--- src/sv/ptsm_pkg.sv ---
// shared constants and codes for the prefix table string matcher
package ptsm_pkg;

  localparam int PATTERN_MAX_DEF   = 64;
  localparam int POSITION_BITS_DEF = 32;

  localparam logic MODE_PATTERN = 1'b0;
  localparam logic MODE_TEXT    = 1'b1;

  localparam logic [1:0] STATUS_STORED  = 2'd0;
  localparam logic [1:0] STATUS_DROPPED = 2'd1;
  localparam logic [1:0] STATUS_NOMATCH = 2'd2;
  localparam logic [1:0] STATUS_MATCH   = 2'd3;

endpackage

--- src/sv/ptsm_tables.sv ---
// pattern byte memory and failure table memory, one read and one write port each
module ptsm_tables #(
  parameter int PATTERN_MAX = ptsm_pkg::PATTERN_MAX_DEF
) (
  input  logic                                 clk_i,
  input  logic [$clog2(PATTERN_MAX + 1) - 1:0] rd_addr_i,
  input  logic                                 wr_en_i,
  input  logic [$clog2(PATTERN_MAX + 1) - 1:0] wr_addr_i,
  input  logic [7:0]                           wr_byte_i,
  input  logic [$clog2(PATTERN_MAX + 1) - 1:0] wr_fail_i,
  output logic [7:0]                           pat_rdata_o,
  output logic [$clog2(PATTERN_MAX + 1) - 1:0] fail_rdata_o
);

  localparam int LEN_BITS = $clog2(PATTERN_MAX + 1);
  localparam int PAW      = (PATTERN_MAX > 1) ? $clog2(PATTERN_MAX) : 1;

  logic [7:0]          pat_mem  [PATTERN_MAX];
  logic [LEN_BITS-1:0] fail_mem [PATTERN_MAX + 1];

  logic [LEN_BITS-1:0] fail_wr_addr;

  // entry i+1 of the failure table belongs to pattern byte i
  assign fail_wr_addr = wr_addr_i + LEN_BITS'(1);

  always_ff @(posedge clk_i) begin
    if (wr_en_i) begin
      pat_mem[wr_addr_i[PAW-1:0]] <= wr_byte_i;
      fail_mem[fail_wr_addr]      <= wr_fail_i;
    end
    pat_rdata_o  <= pat_mem[rd_addr_i[PAW-1:0]];
    fail_rdata_o <= fail_mem[rd_addr_i];
  end

endmodule

--- src/sv/prefix_table_string_matcher_core.sv ---
// Morris-Pratt single pattern matcher: pattern loading, text search and result register
// Pattern bytes (mode 0) extend the stored pattern and build its failure table; text
// bytes (mode 1) are searched against it, and each transaction returns exactly one
// result: status, start index of a match ending at this byte, and the text index.
// One transaction is handled at a time. Dropped pattern bytes, the first byte of a
// pattern and text with an empty pattern go from the idle state straight to the done
// state and then to the output register; every other transaction first passes through
// the walk state, making k >= 1 compare steps along the failure chain (one read each
// through the single read port of the pattern and failure memories). The input stalls
// until the result is in the output register, which waits while that register holds an
// unaccepted result. Over a text stream k averages at most two per byte.
module prefix_table_string_matcher_core #(
  parameter int PATTERN_MAX   = ptsm_pkg::PATTERN_MAX_DEF,
  parameter int POSITION_BITS = ptsm_pkg::POSITION_BITS_DEF
) (
  input  logic        clk_i,
  input  logic        rst_ni,
  input  logic        in_valid_i,
  output logic        in_stall_o,
  input  logic        mode_i,
  input  logic        start_req_i,
  input  logic [7:0]  byte_value_i,
  output logic        out_valid_o,
  input  logic        out_stall_i,
  output logic [1:0]  status_o,
  output logic [31:0] match_start_o,
  output logic [31:0] text_index_o
);

  localparam int LEN_BITS = $clog2(PATTERN_MAX + 1);
  localparam logic [POSITION_BITS-1:0] POS_MAX = {POSITION_BITS{1'b1}};

  typedef enum logic [1:0] {
    ST_IDLE,
    ST_WALK,
    ST_DONE
  } state_e;

  state_e                  state_q, state_d;
  logic                    mode_q, mode_d;
  logic [7:0]              byte_q, byte_d;
  logic [LEN_BITS-1:0]     walk_q, walk_d;
  logic [LEN_BITS-1:0]     res_q, res_d;
  logic [1:0]              status_q, status_d;
  logic [POSITION_BITS-1:0] mstart_q, mstart_d;
  logic [POSITION_BITS-1:0] tindex_q, tindex_d;
  logic [LEN_BITS-1:0]     plen_q, plen_d;
  logic [LEN_BITS-1:0]     bp_q, bp_d;
  logic                    bp_valid_q, bp_valid_d;
  logic [LEN_BITS-1:0]     mlen_q, mlen_d;
  logic [POSITION_BITS-1:0] tcnt_q, tcnt_d;
  logic                    out_valid_q, out_valid_d;
  logic [1:0]              out_status_q, out_status_d;
  logic [31:0]             out_mstart_q, out_mstart_d;
  logic [31:0]             out_tindex_q, out_tindex_d;

  logic [LEN_BITS-1:0]     rd_addr;
  logic                    wr_en;
  logic [7:0]              pat_rdata;
  logic [LEN_BITS-1:0]     fail_rdata;

  logic [LEN_BITS-1:0]     eff_plen;
  logic                    eff_bp_valid;
  logic [POSITION_BITS-1:0] idx;
  logic [LEN_BITS-1:0]     walk_start;
  logic                    hit;
  logic [LEN_BITS-1:0]     walk_res;
  logic [63:0]             mstart_wide;
  logic [63:0]             tindex_wide;

  ptsm_tables #(
    .PATTERN_MAX (PATTERN_MAX)
  ) u_tables (
    .clk_i        (clk_i),
    .rd_addr_i    (rd_addr),
    .wr_en_i      (wr_en),
    .wr_addr_i    (plen_q),
    .wr_byte_i    (byte_q),
    .wr_fail_i    (res_q),
    .pat_rdata_o  (pat_rdata),
    .fail_rdata_o (fail_rdata)
  );

  assign eff_plen     = start_req_i ? '0 : plen_q;
  assign eff_bp_valid = start_req_i ? 1'b0 : bp_valid_q;
  assign idx          = start_req_i ? '0 : tcnt_q;
  assign walk_start   = start_req_i ? '0 : mlen_q;
  assign hit          = (pat_rdata == byte_q);
  assign walk_res     = hit ? (walk_q + LEN_BITS'(1)) : '0;
  assign mstart_wide  = 64'(mstart_q);
  assign tindex_wide  = 64'(tindex_q);

  always_comb begin
    state_d      = state_q;
    mode_d       = mode_q;
    byte_d       = byte_q;
    walk_d       = walk_q;
    res_d        = res_q;
    status_d     = status_q;
    mstart_d     = mstart_q;
    tindex_d     = tindex_q;
    plen_d       = plen_q;
    bp_d         = bp_q;
    bp_valid_d   = bp_valid_q;
    mlen_d       = mlen_q;
    tcnt_d       = tcnt_q;
    out_valid_d  = out_valid_q && out_stall_i;
    out_status_d = out_status_q;
    out_mstart_d = out_mstart_q;
    out_tindex_d = out_tindex_q;
    rd_addr      = walk_q;
    wr_en        = 1'b0;

    case (state_q)
      ST_IDLE: begin
        if (in_valid_i) begin
          mode_d   = mode_i;
          byte_d   = byte_value_i;
          mstart_d = '0;
          tindex_d = '0;
          res_d    = '0;
          if (mode_i == ptsm_pkg::MODE_PATTERN) begin
            mlen_d = '0;
            tcnt_d = '0;
            if (start_req_i) begin
              plen_d     = '0;
              bp_valid_d = 1'b0;
            end
            if (eff_plen >= LEN_BITS'(PATTERN_MAX)) begin
              status_d = ptsm_pkg::STATUS_DROPPED;
              state_d  = ST_DONE;
            end else begin
              status_d = ptsm_pkg::STATUS_STORED;
              if (eff_bp_valid) begin
                walk_d  = bp_q;
                rd_addr = bp_q;
                state_d = ST_WALK;
              end else begin
                state_d = ST_DONE;
              end
            end
          end else begin
            tindex_d = idx;
            tcnt_d   = (idx == POS_MAX) ? idx : idx + POSITION_BITS'(1);
            status_d = ptsm_pkg::STATUS_NOMATCH;
            mlen_d   = walk_start;
            if (plen_q != '0) begin
              walk_d  = walk_start;
              rd_addr = walk_start;
              state_d = ST_WALK;
            end else begin
              state_d = ST_DONE;
            end
          end
        end
      end
      ST_WALK: begin
        if (hit || walk_q == '0) begin
          state_d = ST_DONE;
          if (mode_q == ptsm_pkg::MODE_PATTERN) begin
            res_d = walk_res;
          end else if (walk_res == plen_q) begin
            status_d = ptsm_pkg::STATUS_MATCH;
            mstart_d = tindex_q - POSITION_BITS'(plen_q) + POSITION_BITS'(1);
            mlen_d   = bp_q;
          end else begin
            mlen_d = walk_res;
          end
        end else begin
          walk_d  = fail_rdata;
          rd_addr = fail_rdata;
        end
      end
      ST_DONE: begin
        if (!out_valid_q || !out_stall_i) begin
          out_valid_d  = 1'b1;
          out_status_d = status_q;
          out_mstart_d = mstart_wide[31:0];
          out_tindex_d = tindex_wide[31:0];
          if (mode_q == ptsm_pkg::MODE_PATTERN && status_q == ptsm_pkg::STATUS_STORED) begin
            wr_en      = 1'b1;
            plen_d     = plen_q + LEN_BITS'(1);
            bp_d       = res_q;
            bp_valid_d = 1'b1;
          end
          state_d = ST_IDLE;
        end
      end
      default: begin
        state_d = ST_IDLE;
      end
    endcase
  end

  always_ff @(posedge clk_i or negedge rst_ni) begin
    if (!rst_ni) begin
      state_q      <= ST_IDLE;
      mode_q       <= ptsm_pkg::MODE_PATTERN;
      byte_q       <= '0;
      walk_q       <= '0;
      res_q        <= '0;
      status_q     <= ptsm_pkg::STATUS_STORED;
      mstart_q     <= '0;
      tindex_q     <= '0;
      plen_q       <= '0;
      bp_q         <= '0;
      bp_valid_q   <= 1'b0;
      mlen_q       <= '0;
      tcnt_q       <= '0;
      out_valid_q  <= 1'b0;
      out_status_q <= ptsm_pkg::STATUS_STORED;
      out_mstart_q <= '0;
      out_tindex_q <= '0;
    end else begin
      state_q      <= state_d;
      mode_q       <= mode_d;
      byte_q       <= byte_d;
      walk_q       <= walk_d;
      res_q        <= res_d;
      status_q     <= status_d;
      mstart_q     <= mstart_d;
      tindex_q     <= tindex_d;
      plen_q       <= plen_d;
      bp_q         <= bp_d;
      bp_valid_q   <= bp_valid_d;
      mlen_q       <= mlen_d;
      tcnt_q       <= tcnt_d;
      out_valid_q  <= out_valid_d;
      out_status_q <= out_status_d;
      out_mstart_q <= out_mstart_d;
      out_tindex_q <= out_tindex_d;
    end
  end

  assign in_stall_o    = (state_q != ST_IDLE);
  assign out_valid_o   = out_valid_q;
  assign status_o      = out_status_q;
  assign match_start_o = out_mstart_q;
  assign text_index_o  = out_tindex_q;

endmodule

--- config.mk ---
export PLATFORM = sky130hd
export DESIGN_NAME = prefix_table_string_matcher_core
export DESIGN_NICKNAME = d
export VERILOG_FILES = /design/src/sv/ptsm_pkg.sv /design/src/sv/ptsm_tables.sv /design/src/sv/prefix_table_string_matcher_core.sv
export SDC_FILE = /design/constraint.sdc
export NUM_CORES = 2
export LEC_CHECK = 0
export ABC_CLOCK_PERIOD_IN_PS = 11800
export BUFFER_PORTS_ARGS = -buffer_cell sky130_fd_sc_hd__buf_2
export CAP_MARGIN = 30
export CORE_MARGIN = 1.5
export CORE_UTILIZATION = 52
export CTS_CLUSTER_DIAMETER = 50
export CTS_CLUSTER_SIZE = 12
export DETAILED_ROUTE_END_ITERATION = 8
export GPL_TIMING_DRIVEN = 0
export MAX_ROUTING_LAYER = met4
export PLACE_DENSITY = 0.74
export SETUP_SLACK_MARGIN = 0.5
export SYNTH_ARGS = -nofsm -noshare
export SYNTH_HDL_FRONTEND = slang
export SYNTH_SLANG_ARGS = --single-unit
--- constraint.sdc ---
create_clock -name clk_i -period 11.8 [get_ports clk_i]
set_input_delay 2.95 -clock clk_i [delete_from_list [all_inputs] [get_ports clk_i]]
set_output_delay 2.95 -clock clk_i [all_outputs]
set_load 0.01 [all_outputs]
## Word level (Yosys, flattened, before mapping)

Memory sizes are Yosys's and may differ from the RTL's. A register that Yosys moved wholly into a read port is not among the register bits.
Index checks and enable logic that the tools add are counted.

- Magnitude comparators: 1
- Multipliers: 0
- Multiplexer cells: 62
- Add/sub/neg operators: 5
- Bitwise gates (word level): 1
- Shift operators: 0
- Div/mod/pow operators: 0
- Eq/ne operators: 13
- Reduce and logical (&&, ||, !) cells: 21

Operators with widths:

| cell | number |
|---|---|
| $mux W32 | 8 |
| $mux W7 | 21 |
| $add A32 B1 Y32 const B | 2 |
| $pmux W32 S2 | 1 |
| $pmux W7 S2 | 4 |
| $eq A32 B32 Y1 const B | 1 |
| $sub A32 B7 Y32 | 1 |
| $mux W2 | 12 |
| $ne A2 B2 Y1 const B | 8 |
| $add A7 B1 Y7 const B | 2 |
| $mux W1 | 13 |
| $reduce_and A5 Y1 | 2 |
| $eq A8 B8 Y1 | 1 |
| $reduce_and A4 Y1 | 2 |
| $eq A7 B7 Y1 | 1 |
| $ge A7 B7 Y1 const B | 1 |
| $logic_not A7 Y1 | 1 |
| $reduce_bool A7 Y1 | 1 |
| $pmux W2 S3 | 1 |
| $reduce_and A3 Y1 | 2 |
| $reduce_bool A2 Y1 | 3 |
| $logic_not A2 Y1 | 2 |
| $pmux W2 S2 | 1 |
| $reduce_and A2 Y1 | 2 |
| other kinds (7) | 10 |

- Bits in latches: 0
- ROM bits: 0
- Logic and storage cells: 122
- Bits in writable memories: 967
- Output and inout port bits: 68
- Memories kept: 2
- Bits in registers: 212
- Input bits: 14

Memories:

| name | words | bits a word | read ports | clocked after memory_dff | write ports | RTL line | RTL |
|---|---|---|---|---|---|---|---|
| u_tables.pat_mem | 64 | 8 | 1 | 1 | 1 | ptsm_tables.sv:18 | `logic [7:0] pat_mem [PATTERN_MAX];` |
| u_tables.fail_mem | 65 | 7 | 1 | 1 | 1 | ptsm_tables.sv:19 | `logic [LEN_BITS-1:0] fail_mem [PATTERN_MAX + 1];` |

## Depth between registers and ports, before layout

- Depth after elaboration: 7
- Mapped depth: 17
- Depth with buffers taken out: 14

## Hierarchy

Synthesis repeated with hierarchy kept, for this count alone.

- Cells, all modules: 2875
- Area total of the unflattened synthesis: 49251.0 um2

By module, submodules not included:

| module | times used | area each (um2) | seq. area each (um2) | cells each |
|---|---|---|---|---|
| ptsm_tables | 1 | 38064.0 | 29338.1 | 1694 |
| prefix_table_string_matcher_core | 1 | 11187.0 | 5305.1 | 1181 |

## Worst setup path before layout

Ideal clock, no wire load.

- Path type: input-to-reg
- From: input start_req_i
- To: register u_tables.pat_rdata_o[6] (read register of u_tables.pat_mem)
- Required time: 11712 ps
- Arrival time: 5149 ps
- Cell stages on the path: 13
- Setup slack: 6563 ps
- Setup time: 88 ps
- Path buffers: 3
- Path through: buf_2 nor4b_2 and2_1 a2bb2oi_2 o211a_4 inv_2 buf_6 buf_2 nand2_1 a311o_1 o311ai_1 o2111ai_1 nor4_2

- Word-level cells in the longest chain between the ends: 6
- Elaborated cells between the ends (all ways): 10
- Classes of those cells: order compare (1); mux (9)

Ends and longest elaborated chain:

| what | RTL line | RTL |
|---|---|---|
| start, declared | prefix_table_string_matcher_core.sv:21 | `input logic start_req_i,` |
| $mux W7 / $mux W1 (equally long branches) | - |  |
| $ge A7 B7 Y1 / $mux W7 (equally long branches) | - |  |
| $mux W7 | - |  |
| $mux W7 * (2 in series) | - |  |
| $pmux W7 S2 * | - |  |
| end, declared | ptsm_tables.sv:11 | `output logic [7:0] pat_rdata_o,` |

Mark *: on every way between the ends. The rest lies on a longest branch, timed or not.
A chain may end at the register's enable or synchronous reset.

## Worst setup path after layout

- From: input in_valid_i
- To: register u_tables.fail_rdata_o[5] (read register of u_tables.fail_mem)

- Word-level cells in the longest chain between the ends: 2

Ends and longest elaborated chain:

| what | RTL line | RTL |
|---|---|---|
| start, declared | prefix_table_string_matcher_core.sv:18 | `input logic in_valid_i,` |
| $mux W7 | - |  |
| $pmux W7 S2 | - |  |
| end, declared | ptsm_tables.sv:12 | `output logic [$clog2(PATTERN_MAX + 1) - 1:0] fail_rdata_o` |

No other way between the ends.

==> flow_metrics.py <==
metrics = {
    "global_route": {
        "grt_pass1_vias": 32600,
        "grt_max_degree": 114,
        "grt_antenna_before_repair": 3,
        "track_usage_pct": 28.9,
        "grt_pass1_wl_mm": 206,
        "overflow": 0,
    },
    "critical_path": {
        "worstPathMaxFanout": 10,
        "start_kind": "input port",
        "cp.required_ns": 12.34,
        "arrival_ns": 7.06,
        "path_class": "input port to register",
        "endpoint_kind": "register",
    },
    "pwr": {
        "p_comb_share_pct": 41.8,
        "vdd.ir_drop.worst_uv": 174,
        "power_switching_mw": 6.10,
        "leakage_nw": 21.7,
        "total_power_mw": 15.1,
        "clock_power_share_pct": 23.5,
        "p_int_mw": 8.98,
        "powerDensity_mw_per_mm2": 266,
        "swShare_pct": 40.4,
        "p_seq_share_pct": 34.7,
    },
    "placed_design": {
        "dpl_cell_area_mm2": 0.0530,
        "io_buffers": 79,
        "dpl_worst_slack_ns": 4.89,
        "place.gp.congestion": 0.958,
        "hpwl_mm": 96.2,
        "placed_cells": 5183,
    },
    "clock_tree": {
        "cts_hold_buf": 0,
        "post_cts_buffers": 0,
        "clockBufferDepth": 3,
        "htreeDepth": 3,
        "clock_latency_ns": 0.71,
        "clk_pin_slew_worst_paths_ns": 0.06,
        "clockRootBuffer": "clkbuf_16",
        "cts_buffers": 118,
        "cts.sinks": 1194,
        "cts_tree": "built",
        "cts_resized": 0,
    },
    "logic_synthesis": {
        "yosysWarnings": 0,
        "synth-main-ff-cell": "edfxtp_1",
        "ys_seq_area_share_pct": 68.4,
        "syn_area_mm2": 0.0507,
        "synthArstFlopShare_pct": 17.8,
        "synthesis.nets": 3866,
        "synth_top_area_share_pct": 57.3,
        "synth-edff-count": 967,
        "synth.most_common_cell": "edfxtp_1",
        "synthTopCellsByCount": "967 x edfxtp_1, 671 x nand2_1, 265 x nand3_1",
        "syn_area_per_cell_um2": 13.3,
        "syn_inst": 3809,
        "synthTopCellsByArea": "edfxtp_1 57%, dfrtp_1 10%, nand2_1 5.0%",
        "netlist.top_cell.by_area": "edfxtp_1",
        "ys_types": 90,
        "ys_seq_elements": 1194,
    },
    "routing": {
        "vias_per_cell": 6.25,
        "drt_iter0_drc": 4497,
        "drcViolationCount": 0,
        "num_vias": 33700,
        "post_drt_wl_per_cell_um": 25.9,
        "wirelength_mm": 140,
        "antenna_left": 0,
        "firstDrtPassIters": 6,
    },
    "timing": {
        "period_needed_ns": 6.52,
        "finalSetupViolations": 0,
        "finalCritPeriodShare_pct": 55.3,
        "worst_slew_margin_rel_pct": 24.0,
        "worst_slew_pin_slew_ns": 1.14,
        "finClkSkew_ns": 0.0352,
        "slew_viol_final": 0,
        "worst_slack_ns": 5.28,
        "tns_ns": 0,
        "max_freq_ghz": 0.153,
        "rsz0062_at_grt": "false",
        "hold_viol": 0,
    },
    "floorplan": {
        "die-area_mm2": 0.0993,
        "rows": 114,
        "coreArea_mm2": 0.0966,
        "die_h_um": 315,
        "dieWidth_um": 315,
        "initial_core_util_pct": 52.5,
        "ios": 82,
    },
    "final_layout": {
        "syn_to_final_growth_pct": 11.7,
        "stdcell_count": 5393,
        "design_area_mm2": 0.0566,
        "layout-drive-gt1-share_pct": 12.6,
        "layout.nets": 4084,
        "fillers": 7460,
    },
    "worst_hold_path": {
        "min_path_type": "register to register",
    },
    "run_status": {
        "outcome": "finished, final reports clean",
    },
    "flow_run": {
        "cap_violations": 0,
    },
}
[stage by stage]
step	util (%)	hold WS (ns)
2_1_floorplan	-	0.435
3_3_place_gp	54.5	0.454
3_5_place_dp	54.9	0.464
4_1_cts	58.6	0.478
5_1_grt	58.6	0.491
6_report	58.6	0.470
[sequential cells by signal (all words and copies together), names as in the netlist, 8 cells and up]
| name | flops |
|---|---|
| u_tables.fail_mem | 455 |
| byte_q | 8 |
| tindex_q | 32 |
| tcnt_q | 32 |
| match_start_o | 32 |
| text_index_o | 32 |
| u_tables.pat_mem | 512 |
| mstart_q | 32 |
| u_tables.pat_rdata_o | 8 |
[cell families after synthesis]
| kind of cell | after synthesis | synth area share [%] |
|---|---|---|
| adder cells (fa/ha/maj) | 43 | 1.08 |
| multiplexers | 304 | 6.24 |
| XOR/XNOR | 54 | 0.933 |
| buffers and inverters | 280 | 2.73 |
| AO/OA/AOI/OAI | 596 | 8.82 |
| flip-flops | 1194 | 68.4 |
| AND/OR/NAND/NOR | 1338 | 11.8 |
[layout by cell type, fill, tap and decap left out, drive strengths merged, types with 25 or more instances in the layout]
cell	n
a211oi	52
a21o	29
a21oi	46
a22o	48
a311o	25
a311oi	26
and3	96
buf	234
clkbuf	272
dfrtp	212
edfxtp	967
ha	42
inv	58
mux2	96
mux2i	208
nand2	671
nand3	265
nand4	31
nor2	179
o2111a	31
o211ai	27
o21ai	129
o22ai	28
o31ai	34
xnor2	35
[per-layer routing]
metal	part of all wire [%]	GRT usage (%)	up-vias
met5	0	-	-
met4	5.1	12.8	0
met3	10	5.92	443
met1	39	37.3	16600
met2	46	44.3	1860
li1	-	-	14800
[cell type report]
class                   count  area (um^2)  share of cell area, %
flip-flops and latches   1194        34700                   61.3
clock buffers             181         3270                   5.78
plain buffers             227         1180                   2.09
well taps                1276         1600                   2.82
clock inverters            23          274                  0.484
inverters                  53          201                  0.356
diodes                      6         15.0                 0.0265
multi-input cells        2335        14600                   25.9
repair buffers             98          742                   1.31
[critical path, stage by stage]
cell	delay (ns)
buf_2	0.12
nor3b_2	0.55
and2_1	0.34
a2bb2oi_1	0.11
nand3_1	0.14
o21ai_2	0.21
inv_2	0.17
buf_2	0.40
clkbuf_1	0.78
a311oi_1	0.15
o311ai_0	0.88
o211ai_1	0.25
[final timing paths]
check / startpoint / to / slack [ns] / cells after the start
max: in_valid_i / u_tables.fail_rdata_o[5] / 5.28 / 12
min: text_index_o[19] / text_index_o[19] / 0.47 / 2
max reg2reg: byte_q[1] / u_tables.fail_rdata_o[5] / 6.01 / 11
min reg2reg: text_index_o[19] / text_index_o[19] / 0.47 / 2
max in group asynchronous: rst_ni / byte_q[2] / 8.52 / 2
min in group asynchronous: rst_ni / text_index_o[21] / 2.31 / 1
[power by group through the flow]
| stage | Clock (mW) | Sequential (mW) | Combinational [mW] |
|---|---|---|---|
| CTS | 3.56 | 5.23 | 6.12 |
| floorplan | 0 | 5.28 | 3.73 |
| detailed placement | 0 | 5.31 | 6.08 |
| global route | 3.72 | 5.25 | 6.56 |
| finish | 3.55 | 5.23 | 6.30 |
| global placement | 0 | 5.49 | 5.78 |
No activity file was read; power rests on OpenSTA's default activity.
